### src/sv/hmtvn_pkg.sv
// Shared constants, types and width helpers for the heightmap vertex-normal block.
package hmtvn_pkg;

   localparam int SIDE_W         = 9;
   localparam int IDX_W          = 16;
   localparam int PIXEL_W        = 32;
   localparam int HEIGHT_W       = 8;
   localparam int POS_W          = 8;
   localparam int NORMAL_W       = 16;
   localparam int TEX_W          = 17;
   localparam int AREA_W         = 2 * SIDE_W;
   localparam int CSR_IDX_W      = 1;
   localparam int MAX_SIDE_DEF   = 256;
   localparam int FRAC_BITS_DEF  = 14;
   localparam int SIDE_RESET     = 256;
   localparam int SIDE_MIN       = 2;
   localparam int VEC_Y          = 10;   // vertical cross-product term with x,z scaled by ten
   localparam int TEX_SHIFT      = 17;   // 2 * 2^16: doubled for round-half-up
   localparam int NEIGHBORS      = 9;

   localparam logic KIND_LOAD = 1'b0;
   localparam logic KIND_READ = 1'b1;

   localparam logic [CSR_IDX_W-1:0] CSR_GRID_WIDTH = 1'd0;
   localparam logic [CSR_IDX_W-1:0] CSR_GRID_DEPTH = 1'd1;

   typedef struct packed {
      logic                en;
      logic [IDX_W-1:0]    addr;
      logic [HEIGHT_W-1:0] data;
   } ram_wr_type;

   // quotient bits of the shared divider
   function automatic int quot_width(input int frac);
      return 2 * frac + 3;
   endfunction

   // squared-length width (divisor width)
   function automatic int len_width(input int frac);
      return 2 * frac + 8;
   endfunction

   // dividend width
   function automatic int dvd_width(input int frac);
      return 4 * frac + 8;
   endfunction

endpackage

### src/sv/hmtvn_divider.sv
// Restoring divider, one quotient bit per cycle.
module hmtvn_divider #(
   parameter int FRAC_BITS = hmtvn_pkg::FRAC_BITS_DEF
) (
   input  logic                                           clock,
   input  logic                                           reset,
   input  logic                                           start,
   input  logic [hmtvn_pkg::dvd_width(FRAC_BITS)-1:0]     dividend,
   input  logic [hmtvn_pkg::len_width(FRAC_BITS)-1:0]     divisor,
   output logic                                           done,
   output logic [hmtvn_pkg::quot_width(FRAC_BITS)-1:0]    quotient,
   output logic [hmtvn_pkg::len_width(FRAC_BITS)-1:0]     remainder
);

   localparam int QW  = hmtvn_pkg::quot_width(FRAC_BITS);
   localparam int LW  = hmtvn_pkg::len_width(FRAC_BITS);
   localparam int CW  = $clog2(QW + 1);

   logic [LW-1:0] rem_ff,  rem_in;
   logic [QW-1:0] work_ff, work_in;
   logic [CW-1:0] cnt_ff,  cnt_in;
   logic          run_ff,  run_in;
   logic          done_ff, done_in;
   logic [LW:0]   shifted;
   logic          ge;

   // caller guarantees dividend < divisor * 2^QW, so the top part starts below divisor
   assign shifted = {rem_ff, work_ff[QW-1]};
   assign ge      = shifted >= {1'b0, divisor};

   always_comb begin
      rem_in  = rem_ff;
      work_in = work_ff;
      cnt_in  = cnt_ff;
      run_in  = run_ff;
      done_in = 1'b0;
      if (start) begin
         rem_in  = LW'(dividend >> QW);
         work_in = dividend[QW-1:0];
         cnt_in  = CW'(QW);
         run_in  = 1'b1;
      end else if (run_ff) begin
         rem_in  = ge ? LW'(shifted - {1'b0, divisor}) : LW'(shifted);
         work_in = {work_ff[QW-2:0], ge};
         cnt_in  = cnt_ff - 1'b1;
         if (cnt_ff == CW'(1)) begin
            run_in  = 1'b0;
            done_in = 1'b1;
         end
      end
   end

   always_ff @(posedge clock) begin
      if (reset) begin
         cnt_ff  <= '0;
         run_ff  <= 1'b0;
         done_ff <= 1'b0;
      end else begin
         cnt_ff  <= cnt_in;
         run_ff  <= run_in;
         done_ff <= done_in;
      end
      rem_ff  <= rem_in;
      work_ff <= work_in;
   end

   assign done      = done_ff;
   assign quotient  = work_ff;
   assign remainder = rem_ff;

endmodule

### config.mk
export PLATFORM = sky130hd
export DESIGN_NAME = hmtvn_divider
export DESIGN_NICKNAME = d
export VERILOG_FILES = /design/src/sv/hmtvn_pkg.sv /design/src/sv/hmtvn_divider.sv
export SDC_FILE = /design/constraint.sdc
export NUM_CORES = 1
export LEC_CHECK = 0
export BUFFER_PORTS_ARGS = -buffer_cell sky130_fd_sc_hd__buf_4
export CORE_UTILIZATION = 57
export CTS_CLUSTER_SIZE = 12
export DETAILED_ROUTE_END_ITERATION = 8
export PLACE_DENSITY = 0.92
export SYNTH_ARGS = -nofsm -noshare
export SYNTH_HDL_FRONTEND = slang
export SYNTH_SLANG_ARGS = --single-unit
### constraint.sdc
create_clock -name clock -period 7.8 [get_ports clock]
set_clock_uncertainty 0.1 [all_clocks]
set_input_delay 1.56 -clock clock [delete_from_list [all_inputs] [get_ports clock]]
set_output_delay 1.56 -clock clock [all_outputs]
set_load 0.01 [all_outputs]
After elaboration in Yosys (flattened, before gate mapping)
Cells that the tools add are included.
{ "totals": {"output_inout_bits": 68, "elab_cells": 24, "regBits": 74, "in_bits": 103} }
{ "op_classes": {"mux": 11, "n_reduce_logical": 2, "addsub": 2, "n_eq_ne": 1, "order_cmp": 1, "bitwise_logic": 1} }
{ "ops": {"columns": ["op", "count"], "rows": [
  ["33-bit two-way mux", 2],
  ["31-bit two-way mux", 2],
  ["37-bit by 36-bit >= comparator with 1-bit output", 1],
  ["36-bit two-way mux", 1],
  ["36-bit subtractor", 1],
  ["5-bit two-way mux", 2],
  ["5-bit by 1-bit equality test with 1-bit output (second input constant)", 1],
  ["5-bit by 1-bit subtractor with 5-bit output (second input constant)", 1],
  ["1-bit two-way mux", 4],
  ["3-bit OR reduction", 1],
  ["2-bit nonzero test", 1],
  ["1-bit NOT", 1]
]} }

Longest topological paths before layout
Gate-level depths: netlist of the first run.
{ "depth": {"depth_word": 4, "depth_mapped": 13, "ltp_nobuf": 11} }

Worst setup path after synthesis of the first run
No wires, ideal clock.
{ "synth_timing": {"path_kind": "input to register", "start": "in divisor[28] (netlist bit)", "end": "reg work_ff[0], in the netlist quotient[0] (data pin)", "path_stages": 11, "setup_time_ns": 0.260, "t_arrival_ns": 3.766, "slack_ns": 3.674, "required_time_ns": 7.440, "path_cell_list": "inv_1 ha_1 a21oi_2 o21ai_2 a2111oi_4 nand3_1 a211o_1 or2_1 buf_6 buf_2 mux2_2"} }
{ "synth_via": {"elab_chain_cells": 3} }
{ "synth_lines": {"columns": ["element", "line_no", "source"], "rows": [
  ["start, declared", "hmtvn_divider.sv:9", "input logic [hmtvn_pkg::len_width(FRAC_BITS)-1:0] divisor,"],
  ["37-bit by 36-bit >= comparator with 1-bit output", "hmtvn_divider.sv:29", "assign ge = shifted >= {1'b0, divisor};"],
  ["31-bit two-way mux", "hmtvn_divider.sv:42", "end else if (run_ff) begin"],
  ["31-bit two-way mux", "hmtvn_divider.sv:37", "if (start) begin"],
  ["named net work_in[0]", "hmtvn_divider.sv:20", "logic [QW-1:0] work_ff, work_in;"],
  ["end signal, assigned", "hmtvn_divider.sv:64", "work_ff <= work_in;"],
  ["end, declared", "hmtvn_divider.sv:20", null]
]} }
The timed path passes the listed nets, and every way through them passes these cells. The select of a mux whose other input is x is not followed.
A chain may end at the register's enable or synchronous reset.

Final worst setup path of the first run
{ "layout_timing": {"start": "in divisor[28] (netlist bit)", "end": "reg rem_ff[6], in the netlist remainder[6] (data pin)"} }
{ "layout_via": {"elab_chain_cells": 4} }
{ "layout_lines": {"columns": ["element", "line_no", "source"], "rows": [
  ["37-bit by 36-bit >= comparator with 1-bit output", "hmtvn_divider.sv:29", null],
  ["36-bit two-way mux", "hmtvn_divider.sv:43", "rem_in = ge ? LW'(shifted - {1'b0, divisor}) : LW'(shifted);"],
  ["33-bit two-way mux", "hmtvn_divider.sv:42", null],
  ["33-bit two-way mux", "hmtvn_divider.sv:37", null],
  ["named net rem_in[6]", "hmtvn_divider.sv:19", "logic [LW-1:0] rem_ff, rem_in;"],
  ["end signal, assigned", "hmtvn_divider.sv:63", "rem_ff <= rem_in;"],
  ["end, declared", "hmtvn_divider.sv:19", null]
]} }
The timed path passes the listed nets, and every way through them passes these cells. The select of a mux whose other input is x is not followed.

==> metrics.md, run 1 <==
| Metric | Value |
|---|---|
| Run status | complete, no violations |
| Top achievable clock speed | 215 MHz |
| Synth-to-layout area growth | 27.8% |
| Max cap viols | 0 |
| Drt wl/cell | about 18 um |
| Most Frequent Cell on Critical Path | buf_4 |
| Post-synth EDFFs | 64 |
| Launch point of the worst path | divisor[28] |
| Maximum resistive drop on vdd | 150 uV |
| Placed cell count | 887 |
| Clock Path Buffers | 2 |
| Top-area cell type share of the netlist area | 0.343 |
| Max-slew violation count | 0 |
| Most frequent cells in the layout | buf_4, nand2_1, edfxtp_1, nor2_1, inv_1 |
| Clock Sinks | 74 |
| Placer congestion estimate | 0.956 |
| Register area share after synthesis | 0.379 |
| Nets | ~900 |
| RSZ-0062 raised after global routing | false |
| Relative slew slack | 0.511 |
| Critical path cell sequence | buf_4, inv_1, ha_1, a21oi_2, o21ai_2, a2111oi_4, nand3_1, a211o_1, nor2_2, buf_4, o31ai_1, mux2_2 |
| Seq. cell area | 2120 um2 |
| Die W | 101 um |
| Ranking of synthesized cells by area | edfxtp_1, ha_1, mux2_2 |
| DRC | 0 |
| Post-synthesis cell area | 5600 um2 |
| CP peak stage delay | just under 0.6 ns |
| CP Capture Type | register |
| Cells after Synth | between 600 and 700 |
| Leakage power | between 0.003 and 0.004 uW |
| Pwr dens | 246 nW/um2 |
| Clock slew at reported path FFs | 0.10 ns |
| Fillers | 680 |
| Syn_nets | 753 |
| Vias per cell | 6.10 |
| WP data required | 7.82 ns |
| Cell taking the most area after synthesis | edfxtp_1 |
| CP max stage cell | nor2_2 |
| Fin. Hold Viols | 0 |
| Total via count in the routed design | 5509 |
| Yosys warns | 0 |
| Flop2flop setup slack | between 3 and 4 ns |
| GRT Total Usage | 0.320 |
| Setup WS post-layout | 3.15 ns |
| Clock root cell | clkbuf_8 |
| Worst min path class | reg2reg |
| Inserted Diodes | 0 |
| Worst Tran Pin Value | 0.733 ns |
| Fin crit share | 0.596 |
| Worst reg2reg startpoint | remainder[32]$_DFFE_PP_ |
| Number of library cell types mapped by synthesis | 67 |
| TritonRoute pass-1 iters | 5 |
| Clock latency on the worst-skew pair | 0.36 ns |
| Main flop type after synthesis | edfxtp_1 |
| Core Area | 9370 um2 |
| Die Y | 101 um |
| Hold Buf Count CTS | 0 |
| CTS tree | yes |
| Site row count | 35 |
| First-pass GRT wire length | 25600 um |
| RR Endpoint | remainder[1]$_DFFE_PP_ |
| CP bufs+invs | 3 |
| Crit path DAT | 4.67 ns |
| CP startpoint kind | primary input |
| Multi-input logic area | 3190 um2 |
| Fraction of final layout cells sized beyond drive strength 1 | 0.317 |
| Setup tns final | 0 ns |
| Crit path kind | in2reg |
| Critical path endpoint | remainder[6]$_DFFE_PP_ |
| Starting density of the core | 0.597 |
| Die ar. | around 10000 um2 |
| # port buffers | 170 |
| GRT overflow | 0 |
| Vias in the first global route | 5468 |
| Most common cell after layout, fill and taps aside | buf_4 |
| # IOs | 171 |
| DRT iter0 DRCs | 443 |
| Seq cells post-synth | 74 |
| Worst-path maximum fanout | 22 |
| Min Tclk post-route | around 4.7 ns |
| Syn_area_per_cell | 9.16 um2 |
| Post-DP HPWL | roughly 12000 um |
| Post-Route WL | ~16000 um |
| Worst slack at placement | 2.82 ns |
| Post-route ant nets | 0 |
| Finished Layout Cells | 903 |
| Delay-heaviest family, CP | compound AO/OA/AOI/OAI gates |
| # resized after CTS | 0 |
| WP depth | 12 |
| Final Setup Violations | 0 |
| Proportion of synthesized flip-flops having asynchronous set or reset | 0 |
| Num CTS Buffers | 9 |
| Largest net degree at the start of global routing | 63 |
| Initial antenna violation count | 0 |
| Post-CTS Setup Bufs | 0 |
| Max H-tree Level | 3 |
| R2R depth | 10 |
## layout make-up
type	count	area share
Sequential cell	74	0.297
Inverter	45	0.0236
Timing Repair Buffer	174	0.183
Clock inverter	7	0.0117
Tap cell	129	0.0226
Clock buffer	9	0.0173
Multi-Input combinational cell	465	0.446
## per-stage QoR
step | utilization | total power, uW | hold slack, ns | instance area [um2]
2_1_floorplan | - | 1150 | 0.403 | 5600
3_3_place_gp | 0.741 | 1390 | 0.451 | 6950
3_5_place_dp | 0.741 | 1420 | 0.457 | 6950
4_1_cts | 0.763 | 1750 | 0.476 | 7150
5_1_grt | 0.763 | 1860 | 0.504 | 7150
6_report | 0.763 | 1760 | 0.479 | 7150
## registers in the layout, indices dropped and copies added, names as in the netlist
register   flops
remainder     36
done           1
cnt_ff         5
quotient      31
run_ff         1
## worst reg2reg max path, stage by stage (launching register included)
cell	delay, ns
edfxtp_1	0.48
ha_1	0.51
nand4_1	0.20
nor3_2	0.34
and3_1	0.24
nand2_1	0.07
a21oi_2	0.27
or2_1	0.63
buf_4	0.36
a21oi_1	0.11
mux2_2	0.27
## cell usage after synthesis (4+ instances only)
master     number
a21o_1         13
nor4_1          6
o21bai_1        4
nand2_1        70
a31o_2          6
ha_1           38
buf_2           6
clkbuf_1       17
nor2b_1         5
edfxtp_1       64
dfxtp_1        10
mux2_2         35
a2bb2oi_1       7
nand4_1         8
nand3_1        12
inv_1          44
o211ai_1        4
a31oi_1        30
xnor2_1        17
o21a_1          5
xor2_1         10
o21ai_0        20
and3_1          6
nand2b_1        4
a21oi_1        43
nor3_1         15
nor2_1         54
## power breakdown
| part | internal (uW) | total (uW) | switching, uW |
|---|---|---|---|
| Combinational | 376 | 862 | 486 |
| Clock | 154 | 323 | 169 |
| Sequential | 519 | 578 | 58.9 |
| Total | 1050 | 1760 | 714 |
## layer usage
layer  part of all wire  vias up  GRT usage
met5                  0        -          0
met4              0.022        0      0.109
met3              0.082       37     0.0652
met2               0.48      324      0.543
met1               0.42     2581      0.404
li1                   -     2567          -
## how the worst min path moves through the flow
stage,from,to,cells after the start
2_1_floorplan,run_ff$_SDFF_PP0_,done$_SDFF_PP0_,2
3_3_place_gp,cnt_ff[4]$_SDFFE_PP0P_,cnt_ff[4]$_SDFFE_PP0P_,2
3_5_place_dp,cnt_ff[4]$_SDFFE_PP0P_,cnt_ff[4]$_SDFFE_PP0P_,2
4_1_cts,cnt_ff[4]$_SDFFE_PP0P_,cnt_ff[4]$_SDFFE_PP0P_,2
5_1_grt,cnt_ff[4]$_SDFFE_PP0P_,cnt_ff[4]$_SDFFE_PP0P_,2
6_report,cnt_ff[4]$_SDFFE_PP0P_,cnt_ff[4]$_SDFFE_PP0P_,2
## logic make-up (layout without fill, tap and decap cells)
family,count (synthesis),in the layout,share of synthesized area
AOI/OAI and AO/OA,160,160,0.192
xor gates and xnor gates,27,27,0.0423
adders and majority gates,39,39,0.0885
DFF,74,74,0.379
buffers and inverters,72,235,0.0523
muxes,36,36,0.0722
and+or+nand+nor,203,203,0.173
No activity file was read; power rests on OpenSTA's default activity.
==> inputs of run 2 (changes only) <==
CORE_UTILIZATION = 53   (was 57)
PLACE_DENSITY = 0.87   (was 0.92)
clock period = 4.6 ns   (was 7.8 ns; I/O delays follow)
==> metrics.md, run 2 (synthesized netlist as in run 1, its figures left out) <==
| Metric | Value |
|---|---|
| WP data required | 4.70 ns (was 7.82 ns) |
| DRC | 0 (unchanged) |
| Fin crit share | 0.833 |
| Post-route ant nets | 0 (unchanged) |
| Most common cell after layout, fill and taps aside | buf_4 (unchanged) |
| Most frequent cells in the layout | buf_4, nand2_1, edfxtp_1, nor2_1, inv_1 (unchanged) |
| Clock share of power | 0.193 (was 0.183) |
| Largest net degree at the start of global routing | 63 (unchanged) |
| # resized after CTS | 0 (unchanged) |
| GRT overflow | 0 (unchanged) |
| Clock Path Buffers | 2 (unchanged) |
| GRT Total Usage | 0.290 (was 0.320) |
| Final Cell Area | 7200 um2 (was 7150 um2) |
| Clock Sinks | 74 (unchanged) |
| RSZ-0062 raised after global routing | false (unchanged) |
| CP startpoint kind | primary input (unchanged) |
| Seq. cell area | 2120 um2 (unchanged) |
| Hold Buf Count CTS | 0 (unchanged) |
| Clock slew at reported path FFs | 0.08 ns (was 0.10 ns) |
| Post-Route WL | 15800 um (was 16200 um) |
| Fraction of final layout cells sized beyond drive strength 1 | 0.316 (was 0.317) |
| Vias per cell | 5.95 (was 6.10) |
| Min Tclk post-route | 3.83 ns |
| Maximum resistive drop on vdd | 215 uV (was 150 uV) |
| Die Y | 105 um (was 101 um) |
| Leakage power | 0.00320 uW (was 0.00318 uW) |
| Multi-input logic area | 3190 um2 (unchanged) |
| Comb pwr share | 0.484 (was 0.489) |
| Setup tns final | 0 ns (unchanged) |
| Sw frac | 0.392 (was 0.405) |
| Worst-path maximum fanout | 24 (was 22) |
| Top achievable clock speed | 261 MHz |
| First-pass GRT wire length | 25600 um (about the same) |
| Nets | 913 (was 911) |
| Largest register FFs | 36 (unchanged) |
| Crit path DAT | 3.94 ns (was 4.67 ns) |
| Int Pwr | 1830 uW (was 1050 uW) |
| CP Capture Type | register (unchanged) |
| # port buffers | 170 (unchanged) |
| Die W | 105 um (was 101 um) |
| Sequential power share | 0.323 (was 0.328) |
| Initial antenna violation count | 0 (unchanged) |
| Worst Tran Pin Value | 0.923 ns (was 0.733 ns) |
| CTS tree | yes (unchanged) |
| Post-DP HPWL | 11700 um (was 11900 um) |
| Crit path kind | in2reg (unchanged) |
| Pwr dens | 419 nW/um2 (was 246 nW/um2) |
| # IOs | 171 (unchanged) |
| Die ar. | 11000 um2 (was 10200 um2) |
| Worst min path class | reg2reg (unchanged) |
| Final Setup Violations | 0 (unchanged) |
| Fin. Hold Viols | 0 (unchanged) |
| Inserted Diodes | 0 (unchanged) |
| Fillers | 814 (was 680) |
| Synth-to-layout area growth | 28.6% (was 27.8%) |
| DRT iter0 DRCs | 356 (was 443) |
| Max cap viols | 0 (unchanged) |
| TritonRoute pass-1 iters | 6 (was 5) |
| Hold slack | 0.493 ns (was 0.479 ns) |
| Total via count in the routed design | 5429 (was 5509) |
| Vias in the first global route | 5294 (was 5468) |
| Placement Cell Area | 6980 um2 (was 6950 um2) |
| Clock root cell | clkbuf_8 (unchanged) |
| Placer congestion estimate | 0.865 (was 0.956) |
| Clock latency on the worst-skew pair | 0.37 ns (was 0.36 ns) |
| Post-CTS Setup Bufs | 0 (unchanged) |
| Max-slew violation count | 0 (unchanged) |
| Core Area | 10300 um2 (was 9370 um2) |
| Site row count | 37 (was 35) |
| Run status | complete, no violations (unchanged) |
| Drt wl/cell | 17.3 um (was 18.0 um) |
| Sw power | 1180 uW (was 714 uW) |
| Num CTS Buffers | 9 (unchanged) |
| Max H-tree Level | 3 (unchanged) |
| Core Util, Final | 0.700 (was 0.763) |
| Relative slew slack | 0.385 (was 0.511) |
| Starting density of the core | 0.545 (was 0.597) |
-- run 2: cell count changes in the layout (fill, tap and decap cells not counted) --
cell       change
buf_12         +1
buf_4          +1
bufinv_16      +1
clkbuf_1       +1
clkinv_1       +1
clkinv_4       -1
inv_6          -1
inv_8          -1
-- run 2: power groups by stage --
stage	clock network, uW	logic, uW	registers, uW
2_1_floorplan	0	933	1020
3_5_place_dp	0	1430	986
3_3_place_gp	0	1400	982
4_1_cts	584	1440	974
5_1_grt	606	1590	989
6_report	581	1460	975
-- run 2: worst paths after layout --
kind	startpoint	end	slack (ns)	cells past startpoint
worst max register to register	remainder[30]$_DFFE_PP_	remainder[21]$_DFFE_PP_	0.94	10
worst max-delay path	divisor[31]	remainder[21]$_DFFE_PP_	0.77	12
worst min register to register	quotient[9]$_DFFE_PP_	quotient[10]$_DFFE_PP_	0.49	1
worst min-delay path	quotient[9]$_DFFE_PP_	quotient[10]$_DFFE_PP_	0.49	1
-- run 2: through the flow --
| stage | std cells | setup WS, ns | power (uW) |
|---|---|---|---|
| 2_1_floorplan | 611 | 1.11 | 1950 |
| 3_3_place_gp | 896 | 0.588 | 2380 |
| 3_5_place_dp | 896 | 0.411 | 2410 |
| 4_1_cts | 912 | 0.776 | 3000 |
| 5_1_grt | 912 | 0.524 | 3180 |
| 6_report | 912 | 0.767 | 3020 |
-- run 2: worst max-delay path, stage by stage --
cell and delay (ns):
buf_4 0.08, inv_1 0.03, ha_1 0.42, nand4_1 0.20
nor3_2 0.34, and3_1 0.24, nand2_1 0.07, a21oi_2 0.27
or2_1 0.77, buf_4 0.31, nand3_1 0.10, a2bb2oi_1 0.18
-- run 2: layout make-up --
| type | count | area share |
|---|---|---|
| Clock inverter | 6 | 0.0123 |
| Timing Repair Buffer | 176 | 0.185 |
| Sequential cell | 74 | 0.295 |
| Clock buffer | 10 | 0.0177 |
| Inverter | 45 | 0.0235 |
| Tap cell | 136 | 0.0236 |
| Multi-Input combinational cell | 465 | 0.443 |
-- run 2: per-layer routing --
metal / track usage / wire length (um) / up-vias
met5: 0 / 0 / -
met4: 0.0986 / 295 / 0
met3: 0.0561 / 1300 / 30
met2: 0.482 / 7590 / 282
met1: 0.378 / 6620 / 2544
li1: - / - / 2573
